File: src/rtl/lmbs_pkg.sv
// lmbs_pkg: shared types, codes and helpers of the local map box slider
// no dependencies; used by every module under rtl

package lmbs_pkg;

   localparam int COORD_W    = 32;
   localparam int CSR_IDX_W  = 2;
   localparam int CSR_DATA_W = 31;
   localparam int THR_FRAC   = 12;
   localparam int DT_W       = 35;   // near distance width, unsigned
   localparam int HALF_W     = 30;   // half of cube_length
   localparam int AXES       = 3;

   localparam logic [CSR_IDX_W-1:0] CSR_CUBE_LENGTH    = 2'd0;
   localparam logic [CSR_IDX_W-1:0] CSR_MOVE_THRESHOLD = 2'd1;
   localparam logic [CSR_IDX_W-1:0] CSR_DETECT_RANGE   = 2'd2;

   localparam logic [30:0] CUBE_LENGTH_RST    = 31'd65536000;
   localparam logic [15:0] MOVE_THRESHOLD_RST = 16'd6144;
   localparam logic [30:0] DETECT_RANGE_RST   = 31'd19660800;

   localparam logic [1:0] KIND_INIT   = 2'd0;
   localparam logic [1:0] KIND_NOMOVE = 2'd1;
   localparam logic [1:0] KIND_REMOVE = 2'd2;
   localparam logic [1:0] KIND_NEW    = 2'd3;

   typedef struct packed {
      logic signed [31:0] pos_x;
      logic signed [31:0] pos_y;
      logic signed [31:0] pos_z;
   } req_type;

   typedef struct packed {
      logic [1:0]         result_kind;
      logic signed [31:0] box_min_x;
      logic signed [31:0] box_min_y;
      logic signed [31:0] box_min_z;
      logic signed [31:0] box_max_x;
      logic signed [31:0] box_max_y;
      logic signed [31:0] box_max_z;
      logic               last_of_run;
   } rsp_type;

   // what one axis lane reports
   typedef struct packed {
      logic        near;
      logic        low;
      logic [31:0] new_min;
      logic [31:0] new_max;
      logic [31:0] rm_coord;
   } lane_res_type;

   // everything the emitter needs to play out one item's results
   typedef struct packed {
      logic [1:0]             final_kind;
      logic [AXES-1:0]        near;
      logic [AXES-1:0]        low;
      logic [AXES-1:0][31:0]  old_min;
      logic [AXES-1:0][31:0]  old_max;
      logic [AXES-1:0][31:0]  rm_coord;
      logic [AXES-1:0][31:0]  new_min;
      logic [AXES-1:0][31:0]  new_max;
   } batch_type;

   // clamp a 33-bit signed sum to the signed 32-bit range
   function automatic logic [31:0] sat33(input logic signed [32:0] v);
      logic [31:0] r;
      if (v[32] != v[31]) begin
         r = v[32] ? 32'h8000_0000 : 32'h7fff_ffff;
      end else begin
         r = v[31:0];
      end
      return r;
   endfunction

endpackage

File: src/rtl/lmbs_lane.sv
// lmbs_lane: one axis of the cube; face distances, move decision,
// shifted corners and the removal coordinate
// depends on lmbs_pkg

module lmbs_lane (
   input  logic [31:0]                 pos,
   input  logic [31:0]                 cube_min,
   input  logic [31:0]                 cube_max,
   input  logic                        map_ready,
   input  logic [lmbs_pkg::DT_W-1:0]   near_dist,
   input  logic [31:0]                 shift_dist,
   input  logic [lmbs_pkg::HALF_W-1:0] half_len,
   output lmbs_pkg::lane_res_type      res
);

   logic signed [32:0] pos_s, min_s, max_s, md_s, half_s;
   logic signed [32:0] dl, dh;
   logic [32:0]        dl_abs, dh_abs;
   logic               near_low, near_high;
   logic [31:0]        min_dn, max_dn, min_up, max_up, init_min, init_max;

   always_comb begin
      pos_s  = $signed({pos[31], pos});
      min_s  = $signed({cube_min[31], cube_min});
      max_s  = $signed({cube_max[31], cube_max});
      md_s   = $signed({shift_dist[31], shift_dist});
      half_s = $signed({3'd0, half_len});

      dl     = pos_s - min_s;
      dh     = pos_s - max_s;
      dl_abs = dl[32] ? 33'(-dl) : 33'(dl);
      dh_abs = dh[32] ? 33'(-dh) : 33'(dh);

      // low face wins when both are near
      near_low  = ({2'd0, dl_abs} <= near_dist);
      near_high = !near_low && ({2'd0, dh_abs} <= near_dist);

      min_dn   = lmbs_pkg::sat33(min_s - md_s);
      max_dn   = lmbs_pkg::sat33(max_s - md_s);
      min_up   = lmbs_pkg::sat33(min_s + md_s);
      max_up   = lmbs_pkg::sat33(max_s + md_s);
      init_min = lmbs_pkg::sat33(pos_s - half_s);
      init_max = lmbs_pkg::sat33(pos_s + half_s);

      if (!map_ready) begin
         res.near     = 1'b0;
         res.low      = 1'b0;
         res.new_min  = init_min;
         res.new_max  = init_max;
         res.rm_coord = init_min;
      end else begin
         res.near     = near_low | near_high;
         res.low      = near_low;
         res.new_min  = near_low ? min_dn : (near_high ? min_up : cube_min);
         res.new_max  = near_low ? max_dn : (near_high ? max_up : cube_max);
         res.rm_coord = near_low ? max_dn : min_up;
      end
   end

endmodule

File: config.mk
export PLATFORM = sky130hd
export DESIGN_NAME = lmbs_lane
export DESIGN_NICKNAME = d
export VERILOG_FILES = /design/src/rtl/lmbs_pkg.sv /design/src/rtl/lmbs_lane.sv
export SDC_FILE = /design/constraint.sdc
export NUM_CORES = 1
export LEC_CHECK = 0
export ABC_AREA = 0
export BUFFER_PORTS_ARGS = -buffer_cell sky130_fd_sc_hd__clkbuf_2
export CORE_MARGIN = 1
export CORE_UTILIZATION = 39
export DETAILED_ROUTE_END_ITERATION = 7
export PLACE_DENSITY = 0.62
export SLEW_MARGIN = 20
export SYNTH_ARGS = -nofsm -noshare
export SYNTH_HDL_FRONTEND = slang
export SYNTH_SLANG_ARGS = --single-unit
File: constraint.sdc
create_clock -name vclk -period 29.2
set_input_delay 5.84 -clock vclk [all_inputs]
set_output_delay 5.84 -clock vclk [all_outputs]
set_load 0.02 [all_outputs]
==> results.txt <==
status = complete, no violations
RSZ-0062 raised after global routing = no
Yosys warnings = 0
drt pass-1 iters = 8
DRT iter0 DRCs = 2142
Die Ht = 229 um
Synth area leaders = ha_1 (21%), a21oi_1 (8.4%), xnor2_1 (8.3%)
pin count of the biggest net entering global routing = 74
total of max-cap violations = 0
FF+latch count = 0
GR Overflow Total = 0
post_cts resized = 0
Slowest-stage cell, CP = a2bb2oi_1
Tmin final = 19.41 ns
share of post-route cells with drive strength above 1 = 12.2%
PortBufs = 292
Leak Pwr = 0.0102 uW
Cell Pwr Density = 38.1 nW/um2
final setup TNS = 0 ns
routed len/inst = 22.7 um
final setup fails = 0
Peak supply drop = 0.0267 mV
Hold Crit Class = in2out
hold_ws = 12.17 ns
Synth Net Count = 3603
Routed Antenna Nets = 0
Max Clock Freq = 51.5 MHz
HP Start = cube_max[3]
Final Hold Viols = 0
top cell type's share of synthesized area = 20.7%
crit end category = output port
# DRC = 0
crit path kind = in2out
Cell Rows = 82
fin nets = 3759
Synth area leader = ha_1
Syn Area/Cell = 6.55 um2
clock buffers = 0
worst-margin pin slew = 1.03 ns
final worst-path cycle share = 66.5%
crit path max fanout = 73
initial antenna violation count = 5
critical path data arrival time = 13.57 ns
first-pass GRT wire length = 130 mm
Placeable Area = 50500 um2
# fillers = 5517
Worst setup startpoint = pos[0]
area of the multi-input gates = 18400 um2
Relative slew margins = 31.4%
Die X = 229 um
Synth Instances = 3069
most frequent cells after synthesis = a21oi_1 (338), ha_1 (332), nor2_1 (280)
register area = 0 um2
Netlist Area Pre-Place = 20100 um2
post-synthesis sequential area ratio = 0%
Max Slew Vio Count = 0
Netlist cell types = 109
Routed WL = 88.4 mm
placer congestion estimate = 1.00
num ports = 292
vias in the first global route = 22000
CP startpoint kind = input pin
Via-to-Cell Ratio = 6.03
P&R area growth vs syn = 8.83%
Data required, critical path = 23.36 ns
most numerous cell in the Yosys netlist = a21oi_1
HPWL Detailed = 75.4 mm
cts hold-fix bufs = 0
CP peak stage delay = 0.51 ns
die area = 52500 um2
Initial Util = 39.8%
Setup Fix Bufs, Post-CTS = 0
DR vias = 23500
GRT Overall Usage = 31.8%
[path summary, 6_finish.rpt]
path                  slack [ns]  depth (start not counted)       to
worst min-delay path       12.17                          4  res[35]
worst max-delay path        9.79                         29  res[50]
[metal layers]
metal	vias up	track usage [%]	wire length (um)
met5	-	0	11
met2	1142	50.3	37900
li1	11400	-	-
met4	2	12.3	3990
met3	190	4.91	8650
met1	10800	42.9	37800
[cell type report]
cell class                      instances  share of cell area (%)
Inverter                              275                    4.72
Antenna cell                            2                  0.0229
Timing Repair Buffer                  311                    7.33
Multi-Input combinational cell       2637                    84.1
Tap cell                              672                    3.84
[cells in the final DEF (no fill, tap or decap), types with 50 or more instances in the layout]
master      n
a21oi_1   338
ha_1      332
clkbuf_2  292
nor2_1    280
inv_1     273
o21ai_0   231
nand2_1   199
xnor2_1   190
a21o_1     89
nor3_1     78
xor2_1     75
a31oi_1    51
nand3_1    50
[worst max-delay path, delay by kind of cell]
kind	cells	cell delay (ns)
compound gates	11	3.20
simple gates	8	2.09
buf+inv	5	1.15
fa+ha+maj	3	0.92
xor+xnor	2	0.33
[cells by family (layout without fill, tap and decap cells)]
family	count (synthesis)	count (layout)	share of synthesized area, %
buffers and inverters	432	586	8.54
muxes	14	14	0.734
xor gates and xnor gates	265	265	11.5
AOI/OAI and AO/OA	1111	1111	35.5
other	0	2	0
adders and majority gates	340	340	21.5
and+or+nand+nor	907	907	22.2
[power breakdown]
group	internal, uW	switching, uW
registers	0	0
clock network	0.00000919	0
logic	284	549
[stage by stage]
stage          cells  setup WS, ns  area (um2)  utilization, %  power, uW
2_1_floorplan   3069         11.77       20100               -        546
3_3_place_gp    3895         10.00       21900            43.3        809
3_5_place_dp    3895          9.98       21900            43.3        807
4_1_cts         3895          9.97       21900            43.3        811
5_1_grt         3897          9.54       21900            43.4        890
6_report        3897          9.79       21900            43.4        834
Power figures use the tool's default switching activity.
