<file path="config.mk">
export PLATFORM = sky130hd
export DESIGN_NAME = lmbs_derive
export DESIGN_NICKNAME = d
export VERILOG_FILES = /design/src/rtl/lmbs_pkg.sv /design/src/rtl/lmbs_derive.sv
export SDC_FILE = /design/constraint.sdc
export NUM_CORES = 2
export LEC_CHECK = 0
export BUFFER_PORTS_ARGS = -buffer_cell sky130_fd_sc_hd__clkbuf_2
export CAP_MARGIN = 10
export CORE_MARGIN = 2
export CORE_UTILIZATION = 50
export CTS_CLUSTER_SIZE = 28
export DETAILED_ROUTE_END_ITERATION = 8
export PLACE_DENSITY_LB_ADDON = 0.2
export SYNTH_ARGS = -nofsm -noshare
export SYNTH_HDL_FRONTEND = slang
export SYNTH_SLANG_ARGS = --single-unit
</file>
<file path="constraint.sdc">
create_clock -name clock -period 20.5 [get_ports clock]
set_input_delay 0 -clock clock [delete_from_list [all_inputs] [get_ports clock]]
set_output_delay 0 -clock clock [all_outputs]
set_load 0.01 [all_outputs]
</file>
<file path="src/rtl/lmbs_pkg.sv">
// lmbs_pkg: shared types, codes and helpers of the local map box slider
// no dependencies; used by every module under rtl

package lmbs_pkg;

   localparam int COORD_W    = 32;
   localparam int CSR_IDX_W  = 2;
   localparam int CSR_DATA_W = 31;
   localparam int THR_FRAC   = 12;
   localparam int DT_W       = 35;   // near distance width, unsigned
   localparam int HALF_W     = 30;   // half of cube_length
   localparam int AXES       = 3;

   localparam logic [CSR_IDX_W-1:0] CSR_CUBE_LENGTH    = 2'd0;
   localparam logic [CSR_IDX_W-1:0] CSR_MOVE_THRESHOLD = 2'd1;
   localparam logic [CSR_IDX_W-1:0] CSR_DETECT_RANGE   = 2'd2;

   localparam logic [30:0] CUBE_LENGTH_RST    = 31'd65536000;
   localparam logic [15:0] MOVE_THRESHOLD_RST = 16'd6144;
   localparam logic [30:0] DETECT_RANGE_RST   = 31'd19660800;

   localparam logic [1:0] KIND_INIT   = 2'd0;
   localparam logic [1:0] KIND_NOMOVE = 2'd1;
   localparam logic [1:0] KIND_REMOVE = 2'd2;
   localparam logic [1:0] KIND_NEW    = 2'd3;

   typedef struct packed {
      logic signed [31:0] pos_x;
      logic signed [31:0] pos_y;
      logic signed [31:0] pos_z;
   } req_type;

   typedef struct packed {
      logic [1:0]         result_kind;
      logic signed [31:0] box_min_x;
      logic signed [31:0] box_min_y;
      logic signed [31:0] box_min_z;
      logic signed [31:0] box_max_x;
      logic signed [31:0] box_max_y;
      logic signed [31:0] box_max_z;
      logic               last_of_run;
   } rsp_type;

   // what one axis lane reports
   typedef struct packed {
      logic        near;
      logic        low;
      logic [31:0] new_min;
      logic [31:0] new_max;
      logic [31:0] rm_coord;
   } lane_res_type;

   // everything the emitter needs to play out one item's results
   typedef struct packed {
      logic [1:0]             final_kind;
      logic [AXES-1:0]        near;
      logic [AXES-1:0]        low;
      logic [AXES-1:0][31:0]  old_min;
      logic [AXES-1:0][31:0]  old_max;
      logic [AXES-1:0][31:0]  rm_coord;
      logic [AXES-1:0][31:0]  new_min;
      logic [AXES-1:0][31:0]  new_max;
   } batch_type;

   // clamp a 33-bit signed sum to the signed 32-bit range
   function automatic logic [31:0] sat33(input logic signed [32:0] v);
      logic [31:0] r;
      if (v[32] != v[31]) begin
         r = v[32] ? 32'h8000_0000 : 32'h7fff_ffff;
      end else begin
         r = v[31:0];
      end
      return r;
   endfunction

endpackage

</file>
<file path="src/rtl/lmbs_derive.sv">
// lmbs_derive: configuration registers and the derived near and shift distances,
// built by a short sequencer with a reciprocal multiply for the divide by 5
// depends on lmbs_pkg

module lmbs_derive (
   input  logic                               clock,
   input  logic                               reset,
   input  logic                               csr_write_en,
   input  logic [lmbs_pkg::CSR_IDX_W-1:0]     csr_index,
   input  logic [lmbs_pkg::CSR_DATA_W-1:0]    csr_wdata,
   output logic                               busy,
   output logic [lmbs_pkg::DT_W-1:0]          near_dist,
   output logic [31:0]                        shift_dist,
   output logic [lmbs_pkg::HALF_W-1:0]        half_len
);

   typedef enum logic [2:0] {ST_IDLE, ST_MUL, ST_PREP, ST_DIV, ST_FIN} st_type;

   // floor(x / 5) is (x * 0xcc_cccc_cccd) >> 42 for every x below 2^42;
   // the product is summed from four 20 by 20 bit pieces, one per cycle
   localparam int MAG_W = 39;
   localparam int ACC_W = 79;
   localparam logic [19:0] RECIP_LO = 20'hccccd;
   localparam logic [19:0] RECIP_HI = 20'hccccc;

   st_type                          state_ff, state_in;
   logic [30:0]                     cube_length_ff, cube_length_in;
   logic [15:0]                     move_threshold_ff, move_threshold_in;
   logic [30:0]                     detect_range_ff, detect_range_in;
   logic [lmbs_pkg::DT_W-1:0]       dt_ff, dt_in;
   logic signed [35:0]              t2_ff, t2_in;
   logic [MAG_W-1:0]                mag_ff, mag_in;
   logic [ACC_W-1:0]                acc_ff, acc_in;
   logic [1:0]                      cnt_ff, cnt_in;
   logic                            neg_ff, neg_in;
   logic [31:0]                     md_ff, md_in;

   logic [46:0]        prod_dt;
   logic signed [16:0] thr_m;
   logic signed [47:0] prod_t2;
   logic signed [36:0] a_val;
   logic signed [40:0] a9;
   logic signed [38:0] q_val;
   logic [MAG_W-1:0]   mag;
   logic [19:0]        pp_a, pp_b;
   logic [39:0]        pp;
   logic [ACC_W-1:0]   pp_sh;
   logic [36:0]        quot;
   logic signed [38:0] t1;
   logic signed [38:0] t2x;
   logic signed [38:0] mx;

   always_comb begin
      prod_dt = 47'(move_threshold_ff) * 47'(detect_range_ff);
      thr_m   = $signed({1'b0, move_threshold_ff}) - 17'sd4096;
      prod_t2 = 48'(thr_m) * 48'($signed({1'b0, detect_range_ff}));

      a_val = $signed({6'd0, cube_length_ff}) - $signed({1'b0, dt_ff, 1'b0});
      a9    = (41'(a_val) <<< 3) + 41'(a_val);
      q_val = a9[40:2];
      // floor of a negative quotient: divide |q|+4 and negate
      mag   = q_val[38] ? (~q_val + 39'd5) : q_val;

      // pieces: low*low, low*high, high*low, high*high
      pp_a = cnt_ff[1] ? {1'b0, mag_ff[38:20]} : mag_ff[19:0];
      pp_b = cnt_ff[0] ? RECIP_HI : RECIP_LO;
      pp   = 40'(pp_a) * 40'(pp_b);
      case (cnt_ff)
         2'd0: begin
            pp_sh = ACC_W'(pp);
         end
         2'd3: begin
            pp_sh = ACC_W'(pp) << 40;
         end
         default: begin
            pp_sh = ACC_W'(pp) << 20;
         end
      endcase

      quot = acc_ff[ACC_W-1:42];
      t1   = neg_ff ? -$signed({2'b00, quot}) : $signed({2'b00, quot});
      t2x  = 39'(t2_ff);
      mx   = (t1 > t2x) ? t1 : t2x;

      state_in          = state_ff;
      cube_length_in    = cube_length_ff;
      move_threshold_in = move_threshold_ff;
      detect_range_in   = detect_range_ff;
      dt_in             = dt_ff;
      t2_in             = t2_ff;
      mag_in            = mag_ff;
      acc_in            = acc_ff;
      cnt_in            = cnt_ff;
      neg_in            = neg_ff;
      md_in             = md_ff;

      case (state_ff)
         ST_IDLE: begin
         end
         ST_MUL: begin
            dt_in    = prod_dt[46:lmbs_pkg::THR_FRAC];
            t2_in    = prod_t2[47:lmbs_pkg::THR_FRAC];
            state_in = ST_PREP;
         end
         ST_PREP: begin
            mag_in   = mag;
            acc_in   = '0;
            cnt_in   = 2'd0;
            neg_in   = q_val[38];
            state_in = ST_DIV;
         end
         ST_DIV: begin
            acc_in = acc_ff + pp_sh;
            cnt_in = cnt_ff + 2'd1;
            if (cnt_ff == 2'd3) begin
               state_in = ST_FIN;
            end
         end
         ST_FIN: begin
            if (mx[38:31] != {8{mx[38]}}) begin
               md_in = mx[38] ? 32'h8000_0000 : 32'h7fff_ffff;
            end else begin
               md_in = mx[31:0];
            end
            state_in = ST_IDLE;
         end
         default: begin
            state_in = ST_IDLE;
         end
      endcase

      // a write to a configuration register restarts the derivation from the top
      if (csr_write_en) begin
         case (csr_index)
            lmbs_pkg::CSR_CUBE_LENGTH: begin
               cube_length_in = csr_wdata;
               state_in       = ST_MUL;
            end
            lmbs_pkg::CSR_MOVE_THRESHOLD: begin
               move_threshold_in = csr_wdata[15:0];
               state_in          = ST_MUL;
            end
            lmbs_pkg::CSR_DETECT_RANGE: begin
               detect_range_in = csr_wdata;
               state_in        = ST_MUL;
            end
            default: begin
            end
         endcase
      end
   end

   always_ff @(posedge clock) begin
      if (reset) begin
         state_ff          <= ST_MUL;
         cube_length_ff    <= lmbs_pkg::CUBE_LENGTH_RST;
         move_threshold_ff <= lmbs_pkg::MOVE_THRESHOLD_RST;
         detect_range_ff   <= lmbs_pkg::DETECT_RANGE_RST;
      end else begin
         state_ff          <= state_in;
         cube_length_ff    <= cube_length_in;
         move_threshold_ff <= move_threshold_in;
         detect_range_ff   <= detect_range_in;
      end
      dt_ff  <= dt_in;
      t2_ff  <= t2_in;
      mag_ff <= mag_in;
      acc_ff <= acc_in;
      cnt_ff <= cnt_in;
      neg_ff <= neg_in;
      md_ff  <= md_in;
   end

   assign busy       = (state_ff != ST_IDLE);
   assign near_dist  = dt_ff;
   assign shift_dist = md_ff;
   assign half_len   = cube_length_ff[30:1];

endmodule

</file>
==> results.tsv <==
metric	value	unit
status	completed	
hold_path_startpoint	reset	
wl	187000	um
synth_compound_area_share	10.8	%
yosys.area_share.simple	14.6	%
core-area	118000	um^2
synth_mux_area_share	0.492	%
synth_top_family_by_area	adder cells	
wl_per_cell	23.1	um
clk_pin_slew	0.06	ns
die_area	122000	um^2
drc	0	
syn_to_final_growth	6.65	%
arrival	11.76	ns
numCtsBuffers	40	
path_max_fanout	22	
min_path_cells	3	
ctsHoldBuffers	37	
clock_latency	0.67	ns
ys.flop_type	edfxtp_1	
slowest_stage	edfxtp_1	
cts_sinks	305	
start_util	50.5	%
synth_top_cell_area_share	32.5	%
synth-xor-area-share	4.63	%
syn_area	59800	um^2
synthCells	6480	
yosysSeqAreaShare	14.0	%
synth_area_leader_cell	fa_1	
tns	0	ns
syn-mean-instance-area	9.22	um^2
htree_num_levels	2	
fp.dieW	350	um
dr_wl_met3	16900	um
track_usage	31.2	%
end_kind	flop	
clk_path_buf_depth	3	
ff2ff_setup_slack	9.15	ns
setup-violations-final	0	
routed_via_density	5.71	
synth_area_leaders	fa_1 (32%), ha_1 (14%), edfxtp_1 (11%)	
io_pins	134	
tightest_slew	1.32	ns
synth-warning-count	0	
antenna_found_initial	10	
finalCriticalPeriod	11.35	ns
dr_wl_met2	84800	um
drv_slew	0	
dr.pass1.iters	6	
worst-r2r-cell-count	37	
clock_skew	0.0817	ns
cts-root-buf	clkbuf_16	
rsz0062_at_grt	false	
cts_tree	yes	
synth_adder_area_share	46.2	%
die_h	350	um
r2r-start	cnt_ff[1]	
hold_viol_final	0	
top_layer	met5	
drtIter0Drc	3590	
layout_commonest_cell	inv_1	
grt_max_degree	80	
fmax	0.0881	GHz
maxCapViolations	0	
synth_nets	8142	
worstSetupPathType	flop to flop	
grt_overflow_total	0	
num_rows	126	
grt_pass1_vias	48183	
async_reset_ff_share	0	%
relSlewSlack	9.62	%
hp-class	primary input to flop	
crit_family	adder cells	
cp_slowest_stage_delay	1.05	ns
drive_gt1_share	5.17	%
via_count	46161	
post_cts_buffers	0	
grt_first_pass_wirelength	287000	um
io_buffers	133	
nets	8172	
post_cts_resized	0	
gp_congestion	0.986	
ys_ff_latch	305	
cp.required	20.90	ns
ys_types	83	
met1_length	78400	um
synth_edf_count	224	
final_cell_mix	inv_1 (1224), fa_1 (969), ha_1 (656)	
crit_buf_inv	5	
reg2reg_to	acc_ff[78]	
antenna_left	0	
min_to	detect_range_ff[13]	
hpwl	150000	um
cp-start-kind	flop	
period_share	55.4	%
Yosys cell counts (all sizes together), types with 24 or more instances:
library cell	number
clkbuf	226
o21ai	167
o21a	37
and3	31
inv	1224
nand4	57
nor2	254
nand3	59
nand2	614
xnor2	195
nand2b	76
a211oi	33
a22o	24
o211ai	28
dfxtp	81
and2	354
fa	969
nor3	61
nor2b	126
xor2	121
ha	657
a211o	27
o21bai	34
a31oi	28
edfxtp	224
a21oi	327
a21o	145
tightest hold or removal path, cell delays in order:
cell	delay, ns
clkbuf_2	0.08
buf_4	0.38
a21oi_1	0.21
sequential cells by signal, summed over array words and instances, names as in the netlist:
name and flops:
mag_ff 39, move_threshold_ff 16, t2_ff 36, neg_ff 1, acc_ff 79, shift_dist 32
cube_length_ff 31, state_ff 3, detect_range_ff 31, cnt_ff 2, near_dist 35
per-stage QoR:
step	setup WS, ns	area, um^2	instances	hold slack, ns	utilization, %
global route	8.49	63700	8078	0.101	53.9
finish	9.15	63700	8083	0.0797	53.9
CTS	9.20	63700	8077	0.0533	53.9
floorplan	10.77	59800	6480	0.121	-
detailed placement	9.16	61900	7967	0.244	52.4
global placement	9.34	61900	7967	0.233	52.4
area by class of cell:
| class | instances | area (um^2) |
|---|---|---|
| antenna | 6 | 15.0 |
| clock buffer | 50 | 1080 |
| clock inverter | 23 | 323 |
| fill | 10874 | 54500 |
| inverter | 1224 | 4590 |
| multi-input combinational | 4708 | 45900 |
| sequential | 305 | 8360 |
| tap | 1536 | 1920 |
| timing repair buffer | 231 | 1490 |
how the worst max path moves through the flow:
stage	startpoint	endpoint	slack (ns)	cells after the start
floorplan	cnt_ff[1]	acc_ff[64]	10.77	39
global placement	cnt_ff[1]	acc_ff[75]	9.34	37
detailed placement	cnt_ff[1]	acc_ff[76]	9.16	37
CTS	cnt_ff[1]	acc_ff[76]	9.20	37
global route	cnt_ff[1]	acc_ff[78]	8.49	37
finish	cnt_ff[1]	acc_ff[78]	9.15	37
layer usage:
layer	up-vias	track usage, %
met3	356	6.49
met2	1787	49.8
met4	6	10.2
li1	20903	-
met1	23109	42.4
met5	-	0
logic make-up after synthesis:
kind of cell	Yosys count
and+or+nand+nor	1743
adders and majority gates	1626
buffers and inverters	1467
AOI/OAI and AO/OA	995
xor gates and xnor gates	316
DFF	305
muxes	28
Power is left out: the tool's default activity adds up to more than one toggle a clock period on the data nets, which glitch-free logic cannot reach.
