File: src/rtl/lmbs_pkg.sv
// lmbs_pkg: shared types, codes and helpers of the local map box slider
// no dependencies; used by every module under rtl

package lmbs_pkg;

   localparam int COORD_W    = 32;
   localparam int CSR_IDX_W  = 2;
   localparam int CSR_DATA_W = 31;
   localparam int THR_FRAC   = 12;
   localparam int DT_W       = 35;   // near distance width, unsigned
   localparam int HALF_W     = 30;   // half of cube_length
   localparam int AXES       = 3;

   localparam logic [CSR_IDX_W-1:0] CSR_CUBE_LENGTH    = 2'd0;
   localparam logic [CSR_IDX_W-1:0] CSR_MOVE_THRESHOLD = 2'd1;
   localparam logic [CSR_IDX_W-1:0] CSR_DETECT_RANGE   = 2'd2;

   localparam logic [30:0] CUBE_LENGTH_RST    = 31'd65536000;
   localparam logic [15:0] MOVE_THRESHOLD_RST = 16'd6144;
   localparam logic [30:0] DETECT_RANGE_RST   = 31'd19660800;

   localparam logic [1:0] KIND_INIT   = 2'd0;
   localparam logic [1:0] KIND_NOMOVE = 2'd1;
   localparam logic [1:0] KIND_REMOVE = 2'd2;
   localparam logic [1:0] KIND_NEW    = 2'd3;

   typedef struct packed {
      logic signed [31:0] pos_x;
      logic signed [31:0] pos_y;
      logic signed [31:0] pos_z;
   } req_type;

   typedef struct packed {
      logic [1:0]         result_kind;
      logic signed [31:0] box_min_x;
      logic signed [31:0] box_min_y;
      logic signed [31:0] box_min_z;
      logic signed [31:0] box_max_x;
      logic signed [31:0] box_max_y;
      logic signed [31:0] box_max_z;
      logic               last_of_run;
   } rsp_type;

   // what one axis lane reports
   typedef struct packed {
      logic        near;
      logic        low;
      logic [31:0] new_min;
      logic [31:0] new_max;
      logic [31:0] rm_coord;
   } lane_res_type;

   // everything the emitter needs to play out one item's results
   typedef struct packed {
      logic [1:0]             final_kind;
      logic [AXES-1:0]        near;
      logic [AXES-1:0]        low;
      logic [AXES-1:0][31:0]  old_min;
      logic [AXES-1:0][31:0]  old_max;
      logic [AXES-1:0][31:0]  rm_coord;
      logic [AXES-1:0][31:0]  new_min;
      logic [AXES-1:0][31:0]  new_max;
   } batch_type;

   // clamp a 33-bit signed sum to the signed 32-bit range
   function automatic logic [31:0] sat33(input logic signed [32:0] v);
      logic [31:0] r;
      if (v[32] != v[31]) begin
         r = v[32] ? 32'h8000_0000 : 32'h7fff_ffff;
      end else begin
         r = v[31:0];
      end
      return r;
   endfunction

endpackage

File: src/rtl/lmbs_emit.sv
// lmbs_emit: merging stage; holds one item's lane results and plays out
// removal boxes per shifted axis, then the final corners, into an output register
// depends on lmbs_pkg

module lmbs_emit (
   input  logic                   clock,
   input  logic                   reset,
   input  logic                   batch_load,
   input  lmbs_pkg::batch_type    batch,
   output logic                   batch_take,
   output logic                   rsp_valid,
   input  logic                   rsp_stall,
   output lmbs_pkg::rsp_type      rsp_data
);

   logic                         batch_vld_ff, batch_vld_in;
   lmbs_pkg::batch_type          batch_ff, batch_in;
   logic [lmbs_pkg::AXES-1:0]    rem_ff, rem_in;
   logic                         out_vld_ff, out_vld_in;
   lmbs_pkg::rsp_type            out_ff, out_in;

   logic                         out_free, emit, last, done;
   logic [1:0]                   axis;
   logic [lmbs_pkg::AXES-1:0][31:0] bmin, bmax;
   lmbs_pkg::rsp_type            sel;

   always_comb begin
      out_free = !out_vld_ff || !rsp_stall;
      emit     = batch_vld_ff && out_free;
      last     = (rem_ff == '0);
      done     = emit && last;
      axis     = rem_ff[0] ? 2'd0 : (rem_ff[1] ? 2'd1 : 2'd2);

      if (last) begin
         bmin = batch_ff.new_min;
         bmax = batch_ff.new_max;
      end else begin
         bmin = batch_ff.old_min;
         bmax = batch_ff.old_max;
         if (batch_ff.low[axis]) begin
            bmin[axis] = batch_ff.rm_coord[axis];
         end else begin
            bmax[axis] = batch_ff.rm_coord[axis];
         end
      end

      sel.result_kind = last ? batch_ff.final_kind : lmbs_pkg::KIND_REMOVE;
      sel.box_min_x   = bmin[0];
      sel.box_min_y   = bmin[1];
      sel.box_min_z   = bmin[2];
      sel.box_max_x   = bmax[0];
      sel.box_max_y   = bmax[1];
      sel.box_max_z   = bmax[2];
      sel.last_of_run = last;

      batch_take = !batch_vld_ff || done;

      out_vld_in = out_vld_ff;
      out_in     = out_ff;
      if (emit) begin
         out_vld_in = 1'b1;
         out_in     = sel;
      end else if (!rsp_stall) begin
         out_vld_in = 1'b0;
      end

      batch_vld_in = batch_vld_ff;
      batch_in     = batch_ff;
      rem_in       = rem_ff;
      if (emit && !last) begin
         // drop the lowest pending axis
         rem_in = rem_ff & (rem_ff - 3'd1);
      end
      if (batch_load) begin
         batch_vld_in = 1'b1;
         batch_in     = batch;
         rem_in       = batch.near;
      end else if (done) begin
         batch_vld_in = 1'b0;
      end
   end

   always_ff @(posedge clock) begin
      if (reset) begin
         batch_vld_ff <= 1'b0;
         out_vld_ff   <= 1'b0;
         rem_ff       <= '0;
      end else begin
         batch_vld_ff <= batch_vld_in;
         out_vld_ff   <= out_vld_in;
         rem_ff       <= rem_in;
      end
      batch_ff <= batch_in;
      out_ff   <= out_in;
   end

   assign rsp_valid = out_vld_ff;
   assign rsp_data  = out_ff;

endmodule
File: config.mk
export PLATFORM = sky130hd
export DESIGN_NAME = lmbs_emit
export DESIGN_NICKNAME = d
export VERILOG_FILES = /design/src/rtl/lmbs_pkg.sv /design/src/rtl/lmbs_emit.sv
export SDC_FILE = /design/constraint.sdc
export NUM_CORES = 1
export LEC_CHECK = 0
export ABC_AREA = 1
export BUFFER_PORTS_ARGS = -buffer_cell sky130_fd_sc_hd__buf_2
export CAP_MARGIN = 0
export CORE_MARGIN = 5
export CORE_UTILIZATION = 35
export DETAILED_ROUTE_END_ITERATION = 10
export SYNTH_ARGS = -nofsm -noshare
export SYNTH_HDL_FRONTEND = slang
export SYNTH_SLANG_ARGS = --single-unit
File: constraint.sdc
create_clock -name clock -period 14.1 [get_ports clock]
set_input_delay 0.705 -clock clock [delete_from_list [all_inputs] [get_ports clock]]
set_output_delay 0.705 -clock clock [all_outputs]
set_load 0.02 [all_outputs]
==> results of run 1 <==
==> metal layers <==
metal | global-route usage (%) | up-vias | part of all wire [%]
met3 | 5.75 | 184 | 10
met2 | 33.6 | 1009 | 48
li1 | - | 8230 | -
met1 | 26.2 | 8768 | 38
met4 | 7.38 | 14 | 3.2
met5 | 0 | - | 0.098
==> through the flow <==
step	hold slack [ns]	utilization, %	cell area, sq um
finish	0.267	44.6	32600
global route	0.230	44.6	32600
CTS	0.223	44.6	32600
detailed placement	0.477	41.4	30300
global placement	0.460	41.4	30300
floorplan	0.437	-	25900
==> layout make-up <==
class / count / area, sq um
repair buffers: 705 / 3610
multi-input cells: 1114 / 4850
diodes: 15 / 37.5
inverters: 16 / 72.6
clock buffers: 100 / 2010
fillers: 6759 / 40500
well taps: 959 / 1200
clock inverters: 32 / 302
flip-flops and latches: 685 / 20500
==> sequential cells by signal (all words and copies together), names as in the netlist <==
register      flops
batch_ff        485
batch_vld_ff      1
rem_ff            3
rsp_data        195
rsp_valid         1
==> worst register-to-register path, stage by stage (launching register included) <==
cell and delay, ns:
dfxtp_1 0.39, nor2_4 0.99, nand2_4 0.45, inv_6 0.67, buf_4 0.97, a21oi_1 0.27
a21oi_1 0.19
==> cells in the final DEF, fill, tap and decap left out <==
cell type	Yosys	final
edfxtp_1	680	680
nand4_1	64	64
nand2_2	1	3
or2_0	7	7
o21ai_0	5	5
diode_2	0	15
buf_4	4	15
nand3_2	1	1
nor2_4	2	2
clkinv_4	0	2
clkinv_2	0	6
dfxtp_1	5	4
clkinv_1	0	14
bufinv_16	0	4
nand2_1	553	549
inv_2	6	5
a21oi_1	229	229
nor2_1	161	161
nand3_4	0	1
buf_2	53	687
clkinv_8	0	4
nand3_1	65	64
buf_8	0	1
inv_8	0	1
buf_12	0	2
inv_6	0	2
clkinvlp_4	0	1
clkbuf_1	39	23
or2_2	12	12
nand2_4	0	2
inv_1	10	9
dfxtp_2	0	1
clkbuf_16	0	77
or2_1	14	14
==> power groups by stage <==
stage	sequential [mW]	clock [mW]	combinational, mW
finish	2.51	1.88	0.595
global route	2.52	2.00	0.649
CTS	2.51	1.92	0.600
detailed placement	2.55	0	0.599
global placement	2.55	0	0.586
floorplan	2.61	0	0.243
==> cell families after synthesis <==
group | share of synthesized area (%)
and+or+nand+nor | 14.1
AOI/OAI and AO/OA | 4.53
buffers and inverters | 1.98
DFF | 79.4
==> final timing paths <==
path                            startpoint             to  slack [ns]  depth (start not counted)
worst max-delay path             rem_ff[1]   rsp_data[26]       10.02                          6
worst min-delay path            batch[203]  batch_ff[203]        0.27                          1
worst max register to register   rem_ff[1]   rsp_data[26]       10.02                          6
worst min register to register   rem_ff[2]      rem_ff[2]        0.50                          2
==> flow_summary.ini, run 1 <==
[die]
pin_count = 689
die_w_um = 282
row_count = 99
coreArea_sq_um = 73100
dieArea_sq_um = 79400
start_util_pct = 35.4
die_height_um = 282

[critical_path]
crit_chain = nor2_4 > nand2_4 > inv_6 > buf_4 > a21oi_1 > a21oi_1
critPathBufInv = 2
slowest_stage = nor2_4
cpPeakStageDelay_ns = 0.99
cp_max_fo = 91
crit_arrival_ns = 4.51
endpoint_kind = register
critical_path.most_common_cell = a21oi_1
cp_top_family = buffers and inverters
crit_path_start_kind = register
crit_type = register to register
critPathRequiredTime_ns = 14.53

[sta]
finalCritPeriodShare_pct = 28.9
period_needed_ns = 4.08
setup_viol = 0
final_max_slew_viol_count = 0
worst_slack_ns = 10.02
fin_tns_setup_ns = 0
rsz0062_at_grt = false
max_clock_freq_ghz = 0.245
fin_worst_skew_ns = 0.0393
slew_headroom_pct = 13.0
finalHoldViolCount = 0
worstMarginPinSlew_ns = 1.30

[detailed_routing]
wl_per_cell_um = 23.5
firstDrtPassIters = 5
vias_per_cell = 5.02
drc = 0
drtAntennaViolNets = 0
initialDrtViolationCount = 1878
wl_um = 85300
vias = 18205

[power]
peakVddDrop_uv = 113
power_frac_clock_pct = 37.7
internal_power_mw = 3.71
combPwrFrac_pct = 11.9
switching_power_mw = 1.27
share_seq_of_total_power_pct = 50.3
powerDensity_nw_per_um2 = 153
leakagePower_nw = 13.1
design_power_total_mw = 4.98
switching_share_pct = 25.5

[clock_tree]
holdBufCountCts = 0
clkLatencyLatePin_ns = 0.61
path_clk_slew_ns = 0.06
h-tree-depth = 3
postCtsResizedCells = 0
ctsLongestPathBuffers = 3
cts_tree = done
cts-root-buf = clkbuf_16
numCtsBuffers = 75
cts_setup_buffers = 0
clkSinkCount = 685

[synthesis]
ys_top_cells_by_area = edfxtp_1 79%, nand2_1 8.0%, a21oi_1 4.4%, nor2_1 2.3%, nand4_1 1.5%
ys_ff_latch = 685
synth_flop_cell = edfxtp_1
yosysMostFrequentCell = edfxtp_1
ys_warn_count = 0
synth_nets = 2406
synth_commonest_cells = 680 x edfxtp_1, 553 x nand2_1, 229 x a21oi_1
synth_edf_count = 680
yosysUniqueCellTypes = 20
synthCells = 1914
yosys.area.top_type_share_pct = 79.0
synth_area_leader_cell = edfxtp_1
avgSynthCellArea_sq_um = 13.5
ys_seq_area_share_pct = 79.4
syn-cell-area_sq_um = 25900
ys_async_sr_fraction_pct = 0

[placement]
pre_cts_ws_ns = 10.07
gp_congestion = 0.874
post-place-cells = 3479
dp_hpwl_um = 59300
port_buffers = 688

[grt]
antenna_found_initial = 25
grt_pass1_vias = 18382
grt_pass1_wl_um = 119000
overflow = 0
grt_max_degree = 169
grt_usage_pct = 20.5

[layout]
area_growth_pct = 26.1
nets = 3089
final_layout_size_suffix_gt1_share_pct = 31.3
layoutNonFillerInstCount = 3626

[outcome]
outcome = complete, no violations

[job]
maxCapViolations = 0

[hold_path]
hold_path_class = input port to register
Note: power is estimated with default switching activity, not from simulation.
==> inputs of run 2 (changes only) <==
- clock period: 14.1 -> 4.18 ns (I/O delays scaled with it)
==> flow_summary.ini, run 2 (same netlist as run 1, synthesis figures left out) <==
[outcome]
outcome = complete, no violations

[power]
powerDensity_nw_per_um2 = 468
leakagePower_nw = 15.3
share_seq_of_total_power_pct = 47.9
switching_power_mw = 4.46
switching_share_pct = 25.2
power_frac_clock_pct = 38.4
peakVddDrop_uv = 371
combPwrFrac_pct = 13.7
internal_power_mw = 13.2

[critical_path]
r2r_cells = 7
critPathRequiredTime_ns = 4.52
crit_type = register to register
endpoint_kind = register
crit_path_start_kind = register
r2r-end = rsp_data[174]
r2r_slack_ns = 1.29
r2r-start = rem_ff[0]
cp_max_fo = 35
crit_arrival_ns = 3.23

[clock_tree]
path_clk_slew_ns = 0.06
clkLatencyLatePin_ns = 0.60
cts_setup_buffers = 0
cts_tree = done
ctsLongestPathBuffers = 3
h-tree-depth = 3
cts-root-buf = clkbuf_16
numCtsBuffers = 76
clkSinkCount = 685
postCtsResizedCells = 0

[grt]
grt_pass1_vias = 21371
grt_max_degree = 160
overflow = 0
antenna_found_initial = 11
grt_pass1_wl_um = 132000
grt_usage_pct = 22.3

[sta]
max_clock_freq_ghz = 0.347
fin_tns_setup_ns = 0
fin_worst_skew_ns = 0.0231
slew_headroom_pct = 19.7
worst_slack_ns = 1.29
final_max_slew_viol_count = 0
setup_viol = 0
worstMarginPinSlew_ns = 1.20
finalHoldViolCount = 0
finalCritPeriodShare_pct = 69.0
period_needed_ns = 2.89
rsz0062_at_grt = false

[hold_path]
min_from = batch_load
min_to = batch_ff[122]
hold_path_class = input port to register
holdPathStages = 1

[layout]
final_cell_mix = 687 x buf_2, 680 x edfxtp_1, 549 x nand2_1
largest_register_ff_count = 485
post-route-util_pct = 51.7
final_layout_size_suffix_gt1_share_pct = 26.7
top_register = batch_ff
nets = 3586
area_growth_pct = 46.2
final_common_cell = buf_2

[die]
start_util_pct = 35.4
row_count = 99
pin_count = 689
coreArea_sq_um = 73100
die_w_um = 282
dieArea_sq_um = 79400
die_height_um = 282

[detailed_routing]
drtAntennaViolNets = 0
wl_um = 92300
wl_per_cell_um = 22.4
drc = 0
initialDrtViolationCount = 1647
vias = 20483
firstDrtPassIters = 7
vias_per_cell = 4.97

[job]
maxCapViolations = 0

[placement]
pre_cts_ws_ns = 1.24
port_buffers = 688
dp_hpwl_um = 60300
gp_congestion = 0.898
## run 2: how the worst max path moves through the flow
stage | startpoint | end | slack [ns] | depth (start not counted)
3_5_place_dp | rem_ff[0] | rsp_data[174] | 1.24 | 7
3_3_place_gp | rem_ff[0] | rsp_data[171] | 1.38 | 7
6_report | rem_ff[0] | rsp_data[174] | 1.29 | 7
2_1_floorplan | rsp_valid | rsp_data[0] | 0.18 | 3
5_1_grt | rem_ff[0] | rsp_data[176] | 1.08 | 7
4_1_cts | rem_ff[0] | rsp_data[174] | 1.24 | 7
## run 2: per-stage QoR
step           total power [mW]  cells  area [sq um]  hold WS [ns]
3_3_place_gp               10.6   3485         30400         0.385
4_1_cts                    17.8   4111         37800         0.146
6_report                   17.7   4122         37800         0.127
5_1_grt                    18.3   4116         37800         0.140
3_5_place_dp               10.6   3485         30400         0.387
2_1_floorplan              9.60   1914         25900         0.278
## run 2: what timing repair did
action | 4_1_cts | 5_1_grt
endpoints found under the setup margin | 0 | 0
endpoints found under the hold margin | 490 | 0
hold buffers | 490 | 0
## run 2: layout make-up
type                       instances  area [sq um]
antenna                           11          27.5
clock buffer                      98          2030
clock inverter                    38           475
fill                            6133         35300
inverter                          16          68.8
multi-input combinational       1114          4850
sequential                       685         20500
tap                              959          1200
timing repair buffer            1201          8620
## run 2: worst max-delay path, stage by stage, from the launching register on
cell and delay [ns]:
dfxtp_2 0.58, inv_2 0.39, nand3_4 0.46, nand3_2 0.72, nand2_1 0.24, nand2_1 0.08, nand2_1 0.06, nand2_1 0.07
## run 2: layer usage
metal	vias to the layer above	wire [um]	GRT usage [%]
met4	0	3960	8.89
li1	9224	-	-
met1	9857	35400	28.2
met5	-	0	0
met3	234	7790	4.94
met2	1168	45200	37.6
## run 2: power by group through the flow
stage	logic (mW)	clock network (mW)	registers (mW)
detailed placement	2.04	0	8.61
global route	2.62	7.22	8.51
floorplan	0.819	0	8.78
CTS	2.42	6.91	8.47
finish	2.43	6.80	8.47
global placement	2.00	0	8.60
